===== config.mk =====
export PLATFORM = sky130hd
export DESIGN_NAME = audio_graphics_coprocessor_scheduler
export DESIGN_NICKNAME = d
export VERILOG_FILES = /design/src/hw/rtl/agcs_pkg.sv /design/src/hw/rtl/audio_graphics_coprocessor_scheduler.sv /design/src/hw/rtl/agcs_in_stage.sv /design/src/hw/rtl/agcs_engine.sv /design/src/hw/rtl/agcs_out_stage.sv
export SDC_FILE = /design/constraint.sdc
export NUM_CORES = 1
export LEC_CHECK = 0
export BUFFER_PORTS_ARGS = -buffer_cell sky130_fd_sc_hd__buf_2
export CAP_MARGIN = 20
export CORE_UTILIZATION = 32
export CTS_BUF_LIST = sky130_fd_sc_hd__clkbuf_8
export DETAILED_ROUTE_END_ITERATION = 10
export GPL_ROUTABILITY_DRIVEN = 0
export PLACE_DENSITY = 0.59
export SLEW_MARGIN = 20
export SYNTH_ARGS = -nofsm -noshare
export SYNTH_HDL_FRONTEND = slang
export SYNTH_SLANG_ARGS = --single-unit

===== constraint.sdc =====
create_clock -name aclk -period 3.1 [get_ports aclk]
set_input_delay 0 -clock aclk [delete_from_list [all_inputs] [get_ports aclk]]
set_output_delay 0 -clock aclk [all_outputs]
set_load 0.02 [all_outputs]

===== src/hw/rtl/agcs_pkg.sv =====
`timescale 1ns / 1ps
// ---------------------------------------------------------------------------
// agcs_pkg - shared types and constants of the coprocessor task scheduler
// Event, result and slot layouts, status and run-kind codes, register indexes.
// ---------------------------------------------------------------------------
package agcs_pkg;

    localparam int TASK_ID_BITS = 8;
    localparam int QUEUE_DEPTH  = 16;
    localparam int FILL_BITS    = $clog2(QUEUE_DEPTH + 1);
    localparam int CFG_IDX_BITS = 2;
    localparam int RCNT_BITS    = 7;
    localparam int FRAME_BITS   = 32;
    localparam logic [RCNT_BITS-1:0] RESET_LIMIT = 7'd100;

    // event codes
    typedef enum logic [2:0] {
        ACT_FRAME_TICK  = 3'd0,
        ACT_RSP_DONE    = 3'd1,
        ACT_RDP_DONE    = 3'd2,
        ACT_QUEUE_TASK  = 3'd3,
        ACT_QUEUE_AUDIO = 3'd4,
        ACT_QUEUE_GFX   = 3'd5,
        ACT_PRERESET    = 3'd6
    } action_t;

    // task status codes
    typedef enum logic [2:0] {
        ST_WAITING = 3'd0,
        ST_RUNNING = 3'd1,
        ST_YIELDED = 3'd2,
        ST_RSPDONE = 3'd3,
        ST_RDPDONE = 3'd4
    } status_t;

    // which kind of task owns the coprocessor
    typedef enum logic [1:0] {
        RUN_NONE  = 2'd0,
        RUN_AUDIO = 2'd1,
        RUN_GFX   = 2'd2
    } run_kind_t;

    // configuration register indexes
    localparam logic [CFG_IDX_BITS-1:0] CFG_AUDIO_ENABLE = 2'd0;
    localparam logic [CFG_IDX_BITS-1:0] CFG_AUDIO_CLIENT = 2'd1;
    localparam logic [CFG_IDX_BITS-1:0] CFG_GFX_CLIENT   = 2'd2;

    typedef struct packed {
        logic                    valid;
        logic                    notice;
        logic [TASK_ID_BITS-1:0] id;
    } slot_t;

    typedef struct packed {
        logic [2:0]              action;
        logic [TASK_ID_BITS-1:0] task_id;
        logic                    task_is_graphics;
        logic                    wants_notice;
        logic                    was_yielded;
    } event_t;

    typedef struct packed {
        logic                    start_valid;
        logic [TASK_ID_BITS-1:0] start_id;
        logic                    start_is_graphics;
        logic                    yield_request;
        logic                    notice_valid;
        logic [TASK_ID_BITS-1:0] notice_id;
        logic                    audio_client_tick;
        logic                    graphics_client_tick;
        logic                    queue_drop;
        logic [RCNT_BITS-1:0]    reset_count;
        logic [FRAME_BITS-1:0]   frame_count;
    } result_t;

endpackage


===== src/hw/rtl/audio_graphics_coprocessor_scheduler.sv =====
`timescale 1ns / 1ps
// ---------------------------------------------------------------------------
// audio_graphics_coprocessor_scheduler - audio/graphics task scheduler
// Schedules audio and graphics tasks on a shared coprocessor from a stream
// of events; one result item per event.
//
//   channel | direction | handshake              | carries
//   --------+-----------+------------------------+------------------------
//   s_      | in        | s_valid / s_ready      | one event item
//   m_      | out       | m_valid / m_ready      | one result item
//   cfg_    | in        | cfg_valid / cfg_ready  | register index and data
//
// One item per cycle sustained while m_ready is high; an accepted event waits in
// the input register, then its result loads into the result register that drives m_.
// Reset (aresetn low at a clock edge) empties both registers and all slots.
// A stalled result holds the result register; the input register still takes
// one more item, and the block stops accepting only when both are full.
// cfg_ready is always high.
// ---------------------------------------------------------------------------
module audio_graphics_coprocessor_scheduler (
    input  logic                              aclk,
    input  logic                              aresetn,
    // event channel
    input  logic                              s_valid,
    output logic                              s_ready,
    input  logic [2:0]                        s_action,
    input  logic [agcs_pkg::TASK_ID_BITS-1:0] s_task_id,
    input  logic                              s_task_is_graphics,
    input  logic                              s_wants_notice,
    input  logic                              s_was_yielded,
    // result channel
    output logic                              m_valid,
    input  logic                              m_ready,
    output logic                              m_start_valid,
    output logic [agcs_pkg::TASK_ID_BITS-1:0] m_start_id,
    output logic                              m_start_is_graphics,
    output logic                              m_yield_request,
    output logic                              m_notice_valid,
    output logic [agcs_pkg::TASK_ID_BITS-1:0] m_notice_id,
    output logic                              m_audio_client_tick,
    output logic                              m_graphics_client_tick,
    output logic                              m_queue_drop,
    output logic [agcs_pkg::RCNT_BITS-1:0]    m_reset_count,
    output logic [agcs_pkg::FRAME_BITS-1:0]   m_frame_count,
    // configuration channel
    input  logic                              cfg_valid,
    output logic                              cfg_ready,
    input  logic [agcs_pkg::CFG_IDX_BITS-1:0] cfg_index,
    input  logic                              cfg_data
);
    import agcs_pkg::*;

    event_t  s_item, item;
    result_t res, m_item;
    logic    item_valid, out_free, fire;

    // pack the event fields
    assign s_item = '{action:           s_action,
                      task_id:          s_task_id,
                      task_is_graphics: s_task_is_graphics,
                      wants_notice:     s_wants_notice,
                      was_yielded:      s_was_yielded};

    // an item moves on when the result register can take its result
    assign fire = item_valid && out_free;

    agcs_in_stage u_in (
        .aclk       (aclk),
        .aresetn    (aresetn),
        .s_valid    (s_valid),
        .s_ready    (s_ready),
        .s_item     (s_item),
        .pop        (fire),
        .item_valid (item_valid),
        .item       (item)
    );

    agcs_engine u_engine (
        .aclk      (aclk),
        .aresetn   (aresetn),
        .cfg_valid (cfg_valid),
        .cfg_ready (cfg_ready),
        .cfg_index (cfg_index),
        .cfg_data  (cfg_data),
        .fire      (fire),
        .evt       (item),
        .res       (res)
    );

    agcs_out_stage u_out (
        .aclk     (aclk),
        .aresetn  (aresetn),
        .load     (fire),
        .res_in   (res),
        .out_free (out_free),
        .m_valid  (m_valid),
        .m_ready  (m_ready),
        .m_item   (m_item)
    );

    // unpack the result fields
    assign m_start_valid          = m_item.start_valid;
    assign m_start_id             = m_item.start_id;
    assign m_start_is_graphics    = m_item.start_is_graphics;
    assign m_yield_request        = m_item.yield_request;
    assign m_notice_valid         = m_item.notice_valid;
    assign m_notice_id            = m_item.notice_id;
    assign m_audio_client_tick    = m_item.audio_client_tick;
    assign m_graphics_client_tick = m_item.graphics_client_tick;
    assign m_queue_drop           = m_item.queue_drop;
    assign m_reset_count          = m_item.reset_count;
    assign m_frame_count          = m_item.frame_count;

endmodule


===== src/hw/rtl/agcs_in_stage.sv =====
`timescale 1ns / 1ps
// ---------------------------------------------------------------------------
// agcs_in_stage - input register of the scheduler
// Holds one accepted event until the scheduling logic consumes it.
// ---------------------------------------------------------------------------
module agcs_in_stage (
    input  logic            aclk,
    input  logic            aresetn,
    input  logic            s_valid,
    output logic            s_ready,
    input  agcs_pkg::event_t s_item,
    input  logic            pop,
    output logic            item_valid,
    output agcs_pkg::event_t item
);
    import agcs_pkg::*;

    logic   valid_reg, valid_next;
    event_t item_reg;
    logic   take;

    // room when empty or when the held item leaves this cycle
    assign s_ready    = !valid_reg || pop;
    assign take       = s_valid && s_ready;
    assign valid_next = take || (valid_reg && !pop);

    always_ff @(posedge aclk) begin
        if (!aresetn) begin
            valid_reg <= 1'b0;
        end else begin
            valid_reg <= valid_next;
        end
    end

    // payload capture
    always_ff @(posedge aclk) begin
        if (take) begin
            item_reg <= s_item;
        end
    end

    assign item_valid = valid_reg;
    assign item       = item_reg;

endmodule


===== src/hw/rtl/agcs_engine.sv =====
`timescale 1ns / 1ps
// ---------------------------------------------------------------------------
// agcs_engine - scheduler state and per-event update
// Keeps task slots, message queue, statuses and counters; computes one
// result and the next state for the event in the input register.
// ---------------------------------------------------------------------------
module agcs_engine (
    input  logic                              aclk,
    input  logic                              aresetn,
    input  logic                              cfg_valid,
    output logic                              cfg_ready,
    input  logic [agcs_pkg::CFG_IDX_BITS-1:0] cfg_index,
    input  logic                              cfg_data,
    input  logic                              fire,
    input  agcs_pkg::event_t                  evt,
    output agcs_pkg::result_t                 res
);
    import agcs_pkg::*;

    // configuration
    logic audio_enable_reg, audio_client_reg, gfx_client_reg;

    // scheduler state
    logic [FILL_BITS-1:0]  fill_reg, fill_next;
    slot_t                 q_audio_reg, q_audio_next;
    slot_t                 q_gfx_reg, q_gfx_next;
    slot_t                 a_cur_reg, a_cur_next;
    slot_t                 a_nxt_reg, a_nxt_next;
    slot_t                 g_cur_reg, g_cur_next;
    slot_t                 g_nxt_reg, g_nxt_next;
    status_t               a_st_reg, a_st_next;
    status_t               g_st_reg, g_st_next;
    status_t               r_st_reg, r_st_next;
    logic                  det_reg, det_next;
    run_kind_t             run_kind_reg, run_kind_next;
    logic [RCNT_BITS-1:0]  rcnt_reg, rcnt_next;
    logic [FRAME_BITS-1:0] frame_counter_reg, frame_counter_next;

    // working signals of the update
    slot_t   slot_in;
    status_t cur_st, new_st;
    logic    run_audio_req, fin_req, start_g_req, enq_req, enq_gfx;

    assign cfg_ready = 1'b1;

    // configuration writes
    always_ff @(posedge aclk) begin
        if (!aresetn) begin
            audio_enable_reg <= 1'b1;
            audio_client_reg <= 1'b0;
            gfx_client_reg   <= 1'b0;
        end else if (cfg_valid) begin
            if (cfg_index == CFG_AUDIO_ENABLE) begin
                audio_enable_reg <= cfg_data;
            end
            if (cfg_index == CFG_AUDIO_CLIENT) begin
                audio_client_reg <= cfg_data;
            end
            if (cfg_index == CFG_GFX_CLIENT) begin
                gfx_client_reg <= cfg_data;
            end
        end
    end

    // event handling
    always_comb begin
        slot_in            = '{valid: 1'b1, notice: evt.wants_notice, id: evt.task_id};
        fill_next          = fill_reg;
        q_audio_next       = q_audio_reg;
        q_gfx_next         = q_gfx_reg;
        a_cur_next         = a_cur_reg;
        a_nxt_next         = a_nxt_reg;
        g_cur_next         = g_cur_reg;
        g_nxt_next         = g_nxt_reg;
        a_st_next          = a_st_reg;
        g_st_next          = g_st_reg;
        r_st_next          = r_st_reg;
        det_next           = det_reg;
        run_kind_next      = run_kind_reg;
        rcnt_next          = rcnt_reg;
        frame_counter_next = frame_counter_reg;
        cur_st             = ST_WAITING;
        new_st             = ST_WAITING;
        run_audio_req      = 1'b0;
        fin_req            = 1'b0;
        start_g_req        = 1'b0;
        enq_req            = 1'b0;
        enq_gfx            = 1'b0;
        res                = '0;

        unique case (evt.action)
            ACT_FRAME_TICK: begin
                frame_counter_next = frame_counter_reg + 32'd1;
                if (rcnt_reg != '0 && rcnt_reg < RESET_LIMIT) begin
                    rcnt_next = rcnt_reg + 7'd1;
                end
                // move queued tasks into the next slots, then promote
                if (q_audio_reg.valid) begin
                    a_nxt_next = q_audio_reg;
                end
                if (q_gfx_reg.valid) begin
                    g_nxt_next = q_gfx_reg;
                end
                q_audio_next = '0;
                q_gfx_next   = '0;
                fill_next    = '0;
                if (!a_cur_next.valid && a_nxt_next.valid) begin
                    a_cur_next = a_nxt_next;
                    a_st_next  = ST_WAITING;
                    a_nxt_next = '0;
                end
                if (!g_cur_next.valid && g_nxt_next.valid) begin
                    g_cur_next = g_nxt_next;
                    g_st_next  = ST_WAITING;
                    g_nxt_next = '0;
                end
                // audio preempts graphics
                if (a_cur_next.valid) begin
                    if (run_kind_reg == RUN_GFX) begin
                        if (det_reg) begin
                            r_st_next = ST_YIELDED;
                        end else begin
                            g_st_next = ST_YIELDED;
                        end
                        res.yield_request = 1'b1;
                    end else if (run_kind_reg == RUN_NONE) begin
                        run_audio_req = 1'b1;
                    end
                end else if (run_kind_reg == RUN_NONE) begin
                    if (g_cur_next.valid && g_st_next != ST_RSPDONE) begin
                        start_g_req = 1'b1;
                    end
                end
                res.audio_client_tick    = audio_client_reg;
                res.graphics_client_tick = gfx_client_reg;
            end
            ACT_RSP_DONE: begin
                if (run_kind_reg != RUN_NONE) begin
                    if (run_kind_reg == RUN_AUDIO) begin
                        cur_st = a_st_reg;
                    end else if (det_reg) begin
                        cur_st = r_st_reg;
                    end else begin
                        cur_st = g_st_reg;
                    end
                    // a yield that saved state keeps its status
                    new_st = (cur_st == ST_YIELDED && evt.was_yielded) ? cur_st : ST_RSPDONE;
                    if (run_kind_reg == RUN_AUDIO) begin
                        a_st_next = new_st;
                    end else if (det_reg) begin
                        r_st_next = new_st;
                    end else begin
                        g_st_next = new_st;
                    end
                    run_kind_next = RUN_NONE;
                    if (cur_st == ST_YIELDED) begin
                        run_audio_req = 1'b1;
                    end else if (run_kind_reg == RUN_AUDIO) begin
                        fin_req = 1'b1;
                    end
                end
            end
            ACT_RDP_DONE: begin
                if (g_cur_reg.valid) begin
                    if (g_cur_reg.notice) begin
                        res.notice_valid = 1'b1;
                        res.notice_id    = g_cur_reg.id;
                    end
                    // running graphics task keeps its own status from here
                    if (run_kind_reg == RUN_GFX && !det_reg) begin
                        det_next  = 1'b1;
                        r_st_next = ST_RDPDONE;
                    end
                    g_cur_next = '0;
                    g_st_next  = ST_WAITING;
                end
            end
            ACT_QUEUE_TASK: begin
                enq_req = 1'b1;
                enq_gfx = evt.task_is_graphics;
            end
            ACT_QUEUE_AUDIO: begin
                enq_req = audio_enable_reg;
            end
            ACT_QUEUE_GFX: begin
                if (!g_cur_reg.valid) begin
                    g_cur_next  = slot_in;
                    g_st_next   = ST_WAITING;
                    g_nxt_next  = '0;
                    start_g_req = (run_kind_reg == RUN_NONE);
                end else begin
                    g_nxt_next = slot_in;
                end
            end
            ACT_PRERESET: begin
                rcnt_next = 7'd1;
            end
            default: begin
            end
        endcase

        // bounded message queue, last task of each kind wins
        if (enq_req) begin
            if (fill_reg >= FILL_BITS'(QUEUE_DEPTH)) begin
                res.queue_drop = 1'b1;
            end else begin
                fill_next = fill_reg + 1'b1;
                if (enq_gfx) begin
                    q_gfx_next = slot_in;
                end else begin
                    q_audio_next = slot_in;
                end
            end
        end

        // run or skip the current audio task
        if (run_audio_req) begin
            run_kind_next = RUN_NONE;
            if (audio_enable_reg) begin
                if (a_cur_next.valid) begin
                    run_kind_next         = RUN_AUDIO;
                    a_st_next             = ST_RUNNING;
                    res.start_valid       = 1'b1;
                    res.start_id          = a_cur_next.id;
                    res.start_is_graphics = 1'b0;
                end
            end else if (a_cur_next.valid) begin
                a_st_next = ST_RSPDONE;
                fin_req   = 1'b1;
            end
        end

        // audio finished: resume graphics, send notice, free slot
        if (fin_req) begin
            if (g_cur_next.valid && g_st_next != ST_RSPDONE) begin
                start_g_req = 1'b1;
            end
            if (a_cur_next.valid && a_cur_next.notice) begin
                res.notice_valid = 1'b1;
                res.notice_id    = a_cur_next.id;
            end
            a_cur_next = '0;
            a_st_next  = ST_WAITING;
        end

        // start the current graphics task
        if (start_g_req) begin
            run_kind_next         = RUN_GFX;
            det_next              = 1'b0;
            g_st_next             = ST_RUNNING;
            res.start_valid       = 1'b1;
            res.start_id          = g_cur_next.id;
            res.start_is_graphics = 1'b1;
        end

        res.reset_count = rcnt_next;
        res.frame_count = frame_counter_next;
    end

    // state registers
    always_ff @(posedge aclk) begin
        if (!aresetn) begin
            fill_reg          <= '0;
            q_audio_reg       <= '0;
            q_gfx_reg         <= '0;
            a_cur_reg         <= '0;
            a_nxt_reg         <= '0;
            g_cur_reg         <= '0;
            g_nxt_reg         <= '0;
            a_st_reg          <= ST_WAITING;
            g_st_reg          <= ST_WAITING;
            r_st_reg          <= ST_WAITING;
            det_reg           <= 1'b0;
            run_kind_reg      <= RUN_NONE;
            rcnt_reg          <= '0;
            frame_counter_reg <= '0;
        end else if (fire) begin
            fill_reg          <= fill_next;
            q_audio_reg       <= q_audio_next;
            q_gfx_reg         <= q_gfx_next;
            a_cur_reg         <= a_cur_next;
            a_nxt_reg         <= a_nxt_next;
            g_cur_reg         <= g_cur_next;
            g_nxt_reg         <= g_nxt_next;
            a_st_reg          <= a_st_next;
            g_st_reg          <= g_st_next;
            r_st_reg          <= r_st_next;
            det_reg           <= det_next;
            run_kind_reg      <= run_kind_next;
            rcnt_reg          <= rcnt_next;
            frame_counter_reg <= frame_counter_next;
        end
    end

    // queue never overfills
    a_fill_bound: assert property (@(posedge aclk) disable iff (!aresetn)
        fill_reg <= FILL_BITS'(QUEUE_DEPTH))
        else $error("queue fill above depth");

    // reset counter saturates
    a_rcnt_bound: assert property (@(posedge aclk) disable iff (!aresetn)
        rcnt_reg <= RESET_LIMIT)
        else $error("reset counter above limit");

    // a running audio task always has a slot
    a_audio_slot: assert property (@(posedge aclk) disable iff (!aresetn)
        run_kind_reg == RUN_AUDIO |-> a_cur_reg.valid)
        else $error("audio running without a current slot");

    // an empty audio slot is always waiting
    a_audio_idle: assert property (@(posedge aclk) disable iff (!aresetn)
        !a_cur_reg.valid |-> a_st_reg == ST_WAITING)
        else $error("empty audio slot with non-waiting status");

    // each frame tick advances the frame counter by one
    a_frame_step: assert property (@(posedge aclk) disable iff (!aresetn)
        fire && evt.action == ACT_FRAME_TICK
        |=> frame_counter_reg == $past(frame_counter_reg) + 32'd1)
        else $error("frame counter did not advance");

endmodule


===== src/hw/rtl/agcs_out_stage.sv =====
`timescale 1ns / 1ps
// ---------------------------------------------------------------------------
// agcs_out_stage - result register of the scheduler
// Holds one result item until the downstream side takes it.
// ---------------------------------------------------------------------------
module agcs_out_stage (
    input  logic               aclk,
    input  logic               aresetn,
    input  logic               load,
    input  agcs_pkg::result_t  res_in,
    output logic               out_free,
    output logic               m_valid,
    input  logic               m_ready,
    output agcs_pkg::result_t  m_item
);
    import agcs_pkg::*;

    logic    valid_reg, valid_next;
    result_t res_reg;

    // free when empty or when the held item is taken now
    assign out_free   = !valid_reg || m_ready;
    assign valid_next = load || (valid_reg && !m_ready);

    always_ff @(posedge aclk) begin
        if (!aresetn) begin
            valid_reg <= 1'b0;
        end else begin
            valid_reg <= valid_next;
        end
    end

    // payload capture
    always_ff @(posedge aclk) begin
        if (load) begin
            res_reg <= res_in;
        end
    end

    assign m_valid = valid_reg;
    assign m_item  = res_reg;

endmodule


==> reports/results.ini <==
[clock_tree]
numCtsBuffers=17
clkSinkCount=197
clk_path_buf_depth=2
htreeDepth=4
cts_tree=done
clkTransAtPathRegs_ps=100
clkLatencyLatePin_ps=470
clock-root-buffer=clkbuf_8

[synth]
syn-cell-area_sq_um=8932
synth_area_per_cell_sq_um=9.969
async_flop_share_pct=0
yosysTopAreaCellShare_pct=27.12
synth_flop_cell=dfxtp_1
synth_top_cell_by_area=dfxtp_1
yosys_warnings=0
synth_common_cells=dfxtp_1, nor2_1, nand2_1, edfxtp_1, clkbuf_1
synth_area_leaders=dfxtp_1, edfxtp_1, nor2_1
netlist_instances=896
synth.yosys.seq_area_share_pct=52.67
synth_cell_types=69
synth_fp_nets=923
yosysMostFrequentCell=dfxtp_1
ys_ff_latch=197
synth_edf_count=76

[timing]
worst_pin_slew_ps=797.7
setup_viol=0
rsz0062_at_grt=no
max_freq_mhz=390.1
finalCritPeriodShare_pct=82.69
fin_tns_setup_ps=0
clock_skew_ps=18.74
min_period_ps=2563
drv_slew=0
whs_ps=27.26
hold_viol_final=0
relSlewSlack_pct=46.41

[grt]
grt_most_used_layer=met2
grt_pass1_vias=6326
grt_usage_pct=14.63
met2_usage_pct=22.98
use_met1_pct=20.41
antenna_found_initial=0
grt_pass1_wl_mm=33.04
grt_max_degree=52
met3_usage_pct=2.595
grt_overflow=0

[die]
io_pins=87
die_w_um=169.1
core_area_sq_um=27180
initial_core_util_pct=32.87
die_h_um=169.1
fp-row-count=60
die_area_sq_um=28590

[drt]
drtPass1Iterations=5
wirelength_mm=20.74
drt_iter0_markers=447
drc=0
vias=6811
antenna_left=0
viasPerCell=4.939
drt-wirelength-per-cell_um=15.04

[worst_setup_path]
cp-end-kind=flip-flop
worstSetupPathType=reg -> reg
start_kind=flip-flop
rr_worst_depth=7
worstSetupStartpoint=u_in.item[11]
path_cells=nor3_2 -> or4_1 -> a21boi_1 -> o211ai_1 -> a31oi_1 -> buf_4 -> o22ai_1
cp_max_fo=16
crit_required_ps=3310
r2r-start=u_in.item[11]
rr_endpoint=u_out.m_item[55]
crit_family=simple AND/OR/NAND/NOR gates
critPathMaxStageDelay_ps=660
arrival_ps=2770
rrSetupSlack_ps=540
critPathBufInv=1
cpMaxStageDelayCell=edfxtp_1

[hold_path]
worstHoldPathCells=3
hold_end=u_engine.a_st_reg[2]
holdCritPathClass=in -> reg
hp-start=aresetn

[pwr]
worst_ir_drop_vdd_uv=217.7
power_leakage_nw=3.614
power_density_nw_per_um2=460.2

[final_layout]
syn2layout_area_growth_pct=16.74
largest_reg_flops=62
fillers=2742
layout-drive-gt1-share_pct=17.87
multi_input_area_sq_um=3960
instances_no_fill=1379
ff_latch_area_sq_um=4705
fin_util_pct=38.37
diodes=0
final_design_area_no_fill_sq_um=10430
final_net_count=1021

[status]
outcome=finished, final reports clean

[placement]
port_buffers=85
hpwl_mm=14.27
dpl_cell_area_sq_um=9801
placed_cells=1323

[run]
maxCapViolations=0

==> power by group <==
group	leakage (nW)	internal [mW]	switching (mW)	total (mW)
Clock	0.205	0.726	0.942	1.67
Sequential	1.68	2.75	0.0386	2.79
Combinational	1.73	0.116	0.230	0.345
==> placed cells by master (no fill, tap or decap), types with 20 or more instances in the layout <==
cell             n
buf_4           26
dlygate4sd3_1   24
nand3_1         29
nor2_1          97
mux2i_1         25
xor2_1          29
buf_2           85
a22oi_1         32
a21oi_1         39
nand2_1         89
edfxtp_1        76
xnor2_1         28
dfxtp_1        121
o21ai_0         20
==> kinds of logic (layout without fill, tap and decap cells) <==
logic type                 after synthesis  after routing  synth area share [%]
buffers and inverters                   69            180                 3.152
muxes                                   43             43                 5.071
DFF                                    197            197                 52.67
other                                    1              1               0.04198
AOI/OAI and AO/OA                      188            188                 14.13
adders and majority gates                5              5                0.7004
and+or+nand+nor                        336            336                 18.64
xor gates and xnor gates                57             57                 5.589
==> metal layers <==
metal  wire (um)  share of wire, %
met5           0                 0
met4         247               1.2
met3         852               4.1
met2        9274                45
met1       10360                50
==> through the flow <==
| step | power (mW) | setup WS [ps] |
|---|---|---|
| global placement | 3.170 | 630.6 |
| detailed placement | 3.172 | 565.3 |
| floorplan | 3.046 | 802.8 |
| CTS | 4.864 | 566.6 |
| finish | 4.799 | 536.7 |
| global route | 4.987 | 349.5 |
==> timing repair <==
| action | in CTS | in global routing |
|---|---|---|
| setup buffers | 0 | 0 |
| endpoints found under the setup margin | 0 | 0 |
| hold buffers | 24 | 0 |
| resized for setup | 0 | 0 |
| endpoints found under the hold margin | 19 | 0 |
==> tightest hold or removal path: stages <==
cell	delay, ps
buf_2	280
nand2_1	140
nor2_1	30
==> final cells by class <==
type / count / share of cell area, %
Multi-Input combinational cell: 630 / 37.98
Tap cell: 372 / 4.464
Timing Repair Buffer: 135 / 8.255
Clock buffer: 17 / 2.244
Inverter: 13 / 0.4800
Sequential cell: 197 / 45.12
Clock inverter: 15 / 1.464
==> worst max path at each step <==
stage | endpoint | slack, ps | depth (start not counted)
final | u_out.m_item[55] | 540 | 7
after global routing | u_engine.frame_counter_reg[25] | 350 | 6
after CTS | u_engine.frame_counter_reg[25] | 570 | 6
after detailed placement | u_engine.frame_counter_reg[25] | 570 | 6
after global placement | u_engine.frame_counter_reg[25] | 630 | 6
after floorplan | u_out.m_item[53] | 800 | 8
No activity file was read; power rests on OpenSTA's default activity.
